`config.mk`:
```
export PLATFORM = sky130hd
export DESIGN_NAME = cmcl_cfg_regs
export DESIGN_NICKNAME = d
export VERILOG_FILES = /design/src/rtl/core/cmcl_pkg.sv /design/src/rtl/core/cmcl_cfg_regs.sv
export SDC_FILE = /design/constraint.sdc
export NUM_CORES = 1
export LEC_CHECK = 0
export BUFFER_PORTS_ARGS = -buffer_cell sky130_fd_sc_hd__buf_2
export CAP_MARGIN = 5
export CELL_PAD_IN_SITES_DETAIL_PLACEMENT = 1
export CELL_PAD_IN_SITES_GLOBAL_PLACEMENT = 1
export CORE_AREA = 2 2 178 128
export DETAILED_ROUTE_END_ITERATION = 8
export DIE_AREA = 0 0 180 130
export PLACE_DENSITY = 0.83
export RECOVER_POWER = 100
export SYNTH_ARGS = -nofsm -noshare
export SYNTH_HDL_FRONTEND = slang
export SYNTH_SLANG_ARGS = --single-unit
```
`constraint.sdc`:
```
create_clock -name i_clk -period 1.6 [get_ports i_clk]
set_input_delay 0.32 -clock i_clk [delete_from_list [all_inputs] [get_ports i_clk]]
set_output_delay 0.32 -clock i_clk [all_outputs]
set_load 0.01 [all_outputs]
```
`src/rtl/core/cmcl_pkg.sv`:
```
// ----------------------------------------------------------------------------
// cmcl_pkg
// Shared types and constants of the cascaded motor control law.
// ----------------------------------------------------------------------------
`default_nettype none

package cmcl_pkg;

    localparam int CFG_DATA_W = 32;
    localparam int CFG_IDX_W  = 3;

    // configuration register indexes
    localparam logic [CFG_IDX_W-1:0] REG_POSITION_GAIN       = 3'd0;
    localparam logic [CFG_IDX_W-1:0] REG_CASCADE_GAIN        = 3'd1;
    localparam logic [CFG_IDX_W-1:0] REG_VELOCITY_GAIN       = 3'd2;
    localparam logic [CFG_IDX_W-1:0] REG_TORQUE_CONSTANT     = 3'd3;
    localparam logic [CFG_IDX_W-1:0] REG_TORQUE_LIMIT        = 3'd4;
    localparam logic [CFG_IDX_W-1:0] REG_VELOCITY_LIMIT      = 3'd5;
    localparam logic [CFG_IDX_W-1:0] REG_POSITION_LOW_LIMIT  = 3'd6;
    localparam logic [CFG_IDX_W-1:0] REG_POSITION_HIGH_LIMIT = 3'd7;

    // reset values
    localparam logic [31:0] RST_POSITION_GAIN       = 32'd50267;
    localparam logic [31:0] RST_CASCADE_GAIN        = 32'd0;
    localparam logic [31:0] RST_VELOCITY_GAIN       = 32'd0;
    localparam logic [15:0] RST_TORQUE_CONSTANT     = 16'd256;
    localparam logic [19:0] RST_TORQUE_LIMIT        = 20'd20000;
    localparam logic [22:0] RST_VELOCITY_LIMIT      = 23'd130379;
    localparam logic [31:0] RST_POSITION_LOW_LIMIT  = 32'h8000_0000;
    localparam logic [31:0] RST_POSITION_HIGH_LIMIT = 32'h7FFF_FFFF;

    typedef enum logic [2:0] {
        MODE_IDLE      = 3'd0,
        MODE_TORQUE    = 3'd1,
        MODE_VELOCITY  = 3'd2,
        MODE_POSITION  = 3'd3,
        MODE_IMPEDANCE = 3'd4
    } t_mode;

    typedef struct packed {
        logic [31:0] position_gain;
        logic [31:0] cascade_gain;
        logic [31:0] velocity_gain;
        logic [15:0] torque_constant;
        logic [19:0] torque_limit;
        logic [22:0] velocity_limit;
        logic [31:0] position_low_limit;
        logic [31:0] position_high_limit;
    } t_cfg;

endpackage

`default_nettype wire

```
`src/rtl/core/cmcl_cfg_regs.sv`:
```
// ----------------------------------------------------------------------------
// cmcl_cfg_regs
// Configuration register file: index decode, width masking and reset values.
// ----------------------------------------------------------------------------
`default_nettype none

module cmcl_cfg_regs (
    input  wire logic                              i_clk,
    input  wire logic                              i_rst_n,
    input  wire logic                              i_cfg_we,
    input  wire logic [cmcl_pkg::CFG_IDX_W-1:0]    i_cfg_idx,
    input  wire logic [cmcl_pkg::CFG_DATA_W-1:0]   i_cfg_data,
    output cmcl_pkg::t_cfg                         o_cfg
);

    cmcl_pkg::t_cfg r_cfg;
    cmcl_pkg::t_cfg n_cfg;

    always_comb begin
        n_cfg = r_cfg;
        if (i_cfg_we) begin
            case (i_cfg_idx)
                cmcl_pkg::REG_POSITION_GAIN:       n_cfg.position_gain       = i_cfg_data;
                cmcl_pkg::REG_CASCADE_GAIN:        n_cfg.cascade_gain        = i_cfg_data;
                cmcl_pkg::REG_VELOCITY_GAIN:       n_cfg.velocity_gain       = i_cfg_data;
                cmcl_pkg::REG_TORQUE_CONSTANT:     n_cfg.torque_constant     = i_cfg_data[15:0];
                cmcl_pkg::REG_TORQUE_LIMIT:        n_cfg.torque_limit        = i_cfg_data[19:0];
                cmcl_pkg::REG_VELOCITY_LIMIT:      n_cfg.velocity_limit      = i_cfg_data[22:0];
                cmcl_pkg::REG_POSITION_LOW_LIMIT:  n_cfg.position_low_limit  = i_cfg_data;
                cmcl_pkg::REG_POSITION_HIGH_LIMIT: n_cfg.position_high_limit = i_cfg_data;
                default:                           n_cfg = r_cfg;
            endcase
        end
    end

    always_ff @(posedge i_clk) begin
        if (!i_rst_n) begin
            r_cfg.position_gain       <= cmcl_pkg::RST_POSITION_GAIN;
            r_cfg.cascade_gain        <= cmcl_pkg::RST_CASCADE_GAIN;
            r_cfg.velocity_gain       <= cmcl_pkg::RST_VELOCITY_GAIN;
            r_cfg.torque_constant     <= cmcl_pkg::RST_TORQUE_CONSTANT;
            r_cfg.torque_limit        <= cmcl_pkg::RST_TORQUE_LIMIT;
            r_cfg.velocity_limit      <= cmcl_pkg::RST_VELOCITY_LIMIT;
            r_cfg.position_low_limit  <= cmcl_pkg::RST_POSITION_LOW_LIMIT;
            r_cfg.position_high_limit <= cmcl_pkg::RST_POSITION_HIGH_LIMIT;
        end else begin
            r_cfg <= n_cfg;
        end
    end

    assign o_cfg = r_cfg;

endmodule

`default_nettype wire

```
Word level (Yosys, flattened, before mapping)
Cells that the tools add are included.
W data, S select, Z words.

operators by class
  equal/unequal tests = 7
  reduce and logical (&&, ||, !) cells = 9

operators by type and width
  kind                  count
  $reduce_and A2 Y1     8
  $eq A3 B3 Y1 const B  4
  $eq A3 B2 Y1 const B  2
  $eq A3 B1 Y1 const B  1
  $logic_not A3 Y1      1

word-level totals
  flip-flop bits (word level) = 219

Logic depth before layout (Yosys ltp)
Gate-level depths: netlist of run 1.

  depth after elaboration = 2
  mapped depth = 5

Least setup slack after synthesis of run 1
No wires, ideal clock.

  kind = input -> register
  start = input port i_cfg_idx[0] (netlist name)
  end = register r_cfg, in the netlist o_cfg[189]
  arrival time = 1.259 ns
  data required time = 1.528 ns
  setup slack = 0.269 ns
  cell stages on the path = 4
  path buffers = 2
  cells stage by stage = buf_6 > nor4b_4 > buf_6 > mux2i_1

on the way
  cells in the longest elaborated chain, start to end = 2

ends and longest elaborated chain
  item                                line                 source
  start, declared                     cmcl_cfg_regs.sv:11  input wire logic [cmcl_pkg::CFG_IDX_W-1:0] i_cfg_idx,
  $logic_not A3 Y1                    cmcl_cfg_regs.sv:22  case (i_cfg_idx)
  $reduce_and A2 Y1 (no source line)  --
  end signal, assigned                cmcl_cfg_regs.sv:47  r_cfg <= n_cfg;
  end, declared                       cmcl_cfg_regs.sv:16  cmcl_pkg::t_cfg r_cfg;

Every way passes these cells.
A chain may end at the register's enable or synchronous reset.

Final worst setup path of run 1
  start = register r_cfg, in the netlist o_cfg[185]
  end = output port o_cfg[185] (netlist name)

RTL lines
  item           line                 source
  end, declared  cmcl_cfg_regs.sv:13  output cmcl_pkg::t_cfg o_cfg

No word-level cell between the ends.

==> results of run 1 <==
-- per-layer routing --
metal,GRT usage,share of wire
met1,0.275,0.46
met2,0.355,0.46
met3,0.0692,0.073
met4,0.0478,0.015
met5,0,0
-- area by class of cell --
| type | instances | area [um2] | share of cell area |
|---|---|---|---|
| tap | 288 | 360 | 0.0347 |
| multi-input combinational | 513 | 3630 | 0.349 |
| clock buffer | 32 | 679 | 0.0653 |
| sequential | 219 | 4380 | 0.422 |
| clock inverter | 4 | 20.0 | 0.00193 |
| timing repair buffer | 287 | 1330 | 0.127 |
-- final timing paths --
| path | end | start | cells past startpoint |
|---|---|---|---|
| min reg2reg | o_cfg[165] | o_cfg[165] | 2 |
| min | o_cfg[19] | i_cfg_data[19] | 3 |
| max | o_cfg[185] | o_cfg[185] | 1 |
| max reg2reg | o_cfg[9] | o_cfg[9] | 2 |
-- stage by stage --
stage	total power, mW	setup slack, ns	hold slack, ns	utilization	area [um2]
floorplan	6.24	0.269	0.479	-	8330
global placement	6.62	0.174	0.438	0.459	10100
detailed placement	6.64	0.127	0.448	0.459	10100
CTS	11.7	0.232	0.0858	0.491	10800
global route	11.9	0.122	0.0991	0.474	10400
finish	11.5	0.214	0.103	0.474	10400
-- cell families after synthesis --
family | share of synthesized area
AND/OR/NAND/NOR | 0.170
multiplexers | 0.263
flip-flops | 0.526
buffers and inverters | 0.0404
-- cells in the final DEF, fill, tap and decap left out, types with 3 or more instances in the layout --
| cell | synthesis | final |
|---|---|---|
| mux2i_1 | 219 | 219 |
| nor2b_1 | 90 | 90 |
| buf_12 | 0 | 8 |
| clkbuf_1 | 25 | 224 |
| clkbuf_16 | 0 | 23 |
| clkbuf_2 | 0 | 5 |
| nand4b_1 | 3 | 3 |
| buf_2 | 14 | 36 |
| nand2_1 | 193 | 193 |
| dfxtp_1 | 219 | 219 |
| buf_4 | 10 | 13 |
| clkbuf_8 | 0 | 8 |
| clkinv_2 | 0 | 4 |
-- report_power, final --
group | total (mW) | switching [mW] | leakage, nW | internal [mW]
combinational | 0.836 | 0.524 | 2.39 | 0.312
sequential | 5.64 | 0.0699 | 1.77 | 5.57
clock | 5.05 | 2.13 | 0.352 | 2.92
==> impl_metrics.tcl, run 1 <==
set metrics [dict create \
    outcome "finished clean" \
    cpMaxStageDelayCell "dfxtp_1" \
    drt-initial-drc-count 253 \
    setup_viol 0 \
    drive_gt1_frac 0.0976 \
    area_growth_pct 24.8 \
    avgRoutedWirePerCell_um 19.4 \
    grt_use_total 0.214 \
    cts_num_sinks 219 \
    path_cells "clkbuf_1" \
    relSlewSlack 0.501 \
    synthTopCellsByArea "dfxtp_1 (53%), mux2i_1 (26%), nand2_1 (8.7%)" \
    path_max_fanout 2 \
    min_period_ns 1.39 \
    ys_seq_elements 219 \
    path_class "reg -> out" \
    skew_ns 0 \
    io_pins 257 \
    grt_setup_unrepaired "false" \
    fin_cells 1343 \
    tritoncts "yes" \
    yosysTopAreaCellShare 0.526 \
    n_fill_cell 2576 \
    synth_edf_count 0 \
    dieArea_um2 23400 \
    antenna_cells 0 \
    critical_path.endpoint_type "output pin" \
    critPathRequiredTime_ns 1.28 \
    dr.pass1.iters 4 \
    rows 46 \
    max_freq_mhz 721 \
    die_h_um 130 \
    critPathMaxStageDelay_ns 0.34 \
    antenna_found_initial 0 \
    holdCritPathClass "in -> reg" \
    gp_congestion 0.790 \
    crit_buf_inv 1 \
    async_flop_share 0 \
    ys.flop_type "dfxtp_1" \
    post-place-cells 1307 \
    portBuffers 256 \
    initial_utilization 0.380 \
    grt_pass1_vias 6783 \
    ir_worst_vdd_mv 0.596 \
    syn_area_um2 8330 \
    vias_per_cell 4.88 \
    grt_pass1_wl_mm 39.2 \
    synthTopCellsByCount "dfxtp_1 (219), mux2i_1 (219), nand2_1 (193)" \
    period_share 0.866 \
    hold_buffers 0 \
    clk_pin_slew_ns 0.06 \
    arrival_ns 1.07 \
    cts-resized-gates 0 \
    largest_reg_flops 219 \
    overflow 0 \
    cpLargestDelayFamily "flip-flops" \
    layout.nets 1081 \
    synth_warnings 0 \
    netlist_instances 791 \
    synth_cell_type_count 16 \
    htree_levels 1 \
    power_density_nw_per_um2 1110 \
    dr_total_vias 6548 \
    grt_max_degree 42 \
    synth_fp_nets 829 \
    hpwl_mm 19.0 \
    core_um2 21900 \
    p_leak_nw 4.51 \
    drc 0 \
    tightest_slew_ns 0.749 \
    slew_viol_final 0 \
    r2r_slack_ns 0.91 \
    clock_latency_ns 0.49 \
    finalHoldViolCount 0 \
    cts_made_buffers 22 \
    ant_nets 0 \
    wl_mm 26.1 \
    synth_top_area_cell "dfxtp_1" \
    yosysSeqAreaShare 0.526 \
    fin_tns_setup_ns 0 \
    die_x_um 180 \
    avgSynthCellArea_um2 10.5 \
    post_cts_buffers 0 \
    maxCapViolations 0 \
    ctsLongestPathBuffers 3 \
    cp-start-kind "flop" \
    cts_root_buffer "clkbuf_16" \
]
Note: power is estimated with default switching activity, not from simulation.
==> run 2, diff against run 1 <==
--- a/config.mk
+++ b/config.mk
@@ -12,6 +12,7 @@
 export CORE_AREA = 2 2 178 128
 export DETAILED_ROUTE_END_ITERATION = 8
 export DIE_AREA = 0 0 180 130
+export GPL_TIMING_DRIVEN = 0
 export PLACE_DENSITY = 0.83
 export RECOVER_POWER = 100
 export SYNTH_ARGS = -nofsm -noshare
==> run 2 against run 1 <==
Against the previous run:
- total power up 4.0%
- largest power group unchanged
- largest cell class unchanged
- register-to-register slack better by 0.03 ns
- routed wire length up 12%
- sequential power about the same
==> impl_metrics.tcl, run 2 (synthesized netlist as in run 1, its figures left out) <==
set metrics [dict create \
    power_density_nw_per_um2 1150 \
    drt-initial-drc-count 244 \
    r2r_slack_ns 0.94 \
    ctsLongestPathBuffers 3 \
    drc 0 \
    overflow 0 \
    path_class "in -> reg" \
    min_period_ns 1.40 \
    use_met1 0.319 \
    tightest_slew_ns 0.720 \
    holdCritPathClass "in -> reg" \
    fin_area_um2 10400 \
    grt_max_degree 15 \
    finalPower_mw 12.0 \
    die_h_um 130 \
    gp_congestion 0.790 \
    io_pins 257 \
    cp-start-kind "primary input" \
    cts_root_buffer "clkbuf_16" \
    portBuffers 255 \
    dr.pass1.iters 4 \
    worstHoldEndpoint "o_cfg[20]" \
    initial_utilization 0.380 \
    ir_worst_vdd_mv 0.653 \
    grt_setup_unrepaired "false" \
    rr_worst_depth 2 \
    clock_latency_ns 0.50 \
    largest_reg_flops 219 \
    ant_nets 0 \
    slew_viol_final 0 \
    period_share 0.877 \
    grt_pass1_vias 6948 \
    post_cts_buffers 0 \
    critical_path.endpoint_type "flop" \
    avgRoutedWirePerCell_um 21.3 \
    die_x_um 180 \
    layout.nets 1109 \
    critPathRequiredTime_ns 2.03 \
    reg2reg_to "o_cfg[1]" \
    tritoncts "yes" \
    finalHoldViolCount 0 \
    core_um2 21900 \
    vias_per_cell 4.93 \
    maxCapViolations 0 \
    hold_start "i_cfg_data[20]" \
    grt_use_total 0.242 \
    post-place-ws_ns -0.271 \
    whs_path_depth 3 \
    cts_num_sinks 219 \
    worst_slack_ns 0.197 \
    drive_gt1_frac 0.0994 \
    rr_startpoint "o_cfg[1]" \
    relSlewSlack 0.520 \
    gr-usage-met2 0.402 \
    clk_pin_slew_ns 0.06 \
    cts_made_buffers 23 \
    htree_levels 1 \
    hold_buffers 0 \
    outcome "finished clean" \
    setup_viol 0 \
    area_growth_pct 25.2 \
    antenna_found_initial 0 \
    grt.busiest_layer "met2" \
    path_max_fanout 10 \
    max_freq_mhz 713 \
    grt_util_met3 0.0642 \
    dieArea_um2 23400 \
    final_common_cell "clkbuf_1" \
    n_fill_cell 2615 \
    cts-resized-gates 0 \
    wl_mm 29.2 \
    skew_ns 0 \
    mostFrequentLayoutCells "clkbuf_1 (249), mux2i_1 (219), dfxtp_1 (219)" \
    rows 46 \
    arrival_ns 1.83 \
    dr_total_vias 6785 \
    placed_area_um2 9970 \
    grt_pass1_wl_mm 43.0 \
    hpwl_mm 21.6 \
    p_leak_nw 4.51 \
]
==> run 2: cell count changes in the layout (fill, tap and decap cells not counted), moves of 3 or more <==
cell,delta
buf_6,+5
buf_2,+8
clkbuf_2,+4
clkbuf_8,-3
buf_4,-6
clkbuf_1,+25
buf_12,-8
==> run 2: routing by layer <==
metal  wire [um]  vias to the layer above
met5           0                        -
met4         538                        0
met3        1940                       37
met2       13300                      201
met1       13500                     3385
li1            -                     3162
==> run 2: report_power, final <==
group	switching, mW	total [mW]	internal [mW]
registers	0.0689	5.64	5.57
clock network	2.29	5.49	3.20
logic	0.578	0.864	0.286
==> run 2: worst max path at each step <==
| stage | from | endpoint | slack [ns] | cells after the start |
|---|---|---|---|---|
| after floorplan | i_cfg_idx[0] | o_cfg[189] | 0.27 | 4 |
| after global placement | i_cfg_idx[0] | o_cfg[41] | -0.24 | 5 |
| after detailed placement | i_cfg_idx[0] | o_cfg[42] | -0.27 | 5 |
| after CTS | o_cfg[158] | o_cfg[158] | 0.23 | 1 |
| after global routing | i_rst_n | o_cfg[122] | 0.10 | 4 |
| final | i_rst_n | o_cfg[163] | 0.20 | 4 |
==> run 2: cell type report <==
type                    count  area (um2)  area share
diodes                      2        5.00    0.000480
plain buffers              59         309      0.0296
clock buffers              30         652      0.0625
clock inverters            10         113      0.0108
multi-input cells         513        3610       0.346
flip-flops and latches    219        4380       0.420
well taps                 288         360      0.0345
repair buffers            255        1000      0.0958
==> run 2: critical path, stage by stage <==
cell and delay, ns:
clkbuf_1 0.34, buf_1 0.55, nand2_1 0.38, mux2i_1 0.24
==> run 2: stage by stage <==
stage                     hold slack, ns   util  setup TNS [ns]  std cells
final                             0.0843  0.476               0       1376
after global routing              0.0853  0.476               0       1374
after CTS                         0.0711  0.489               0       1374
after detailed placement           0.447  0.455          -18.81       1334
after global placement             0.439  0.455          -15.58       1334
after floorplan                    0.479      -               0        791
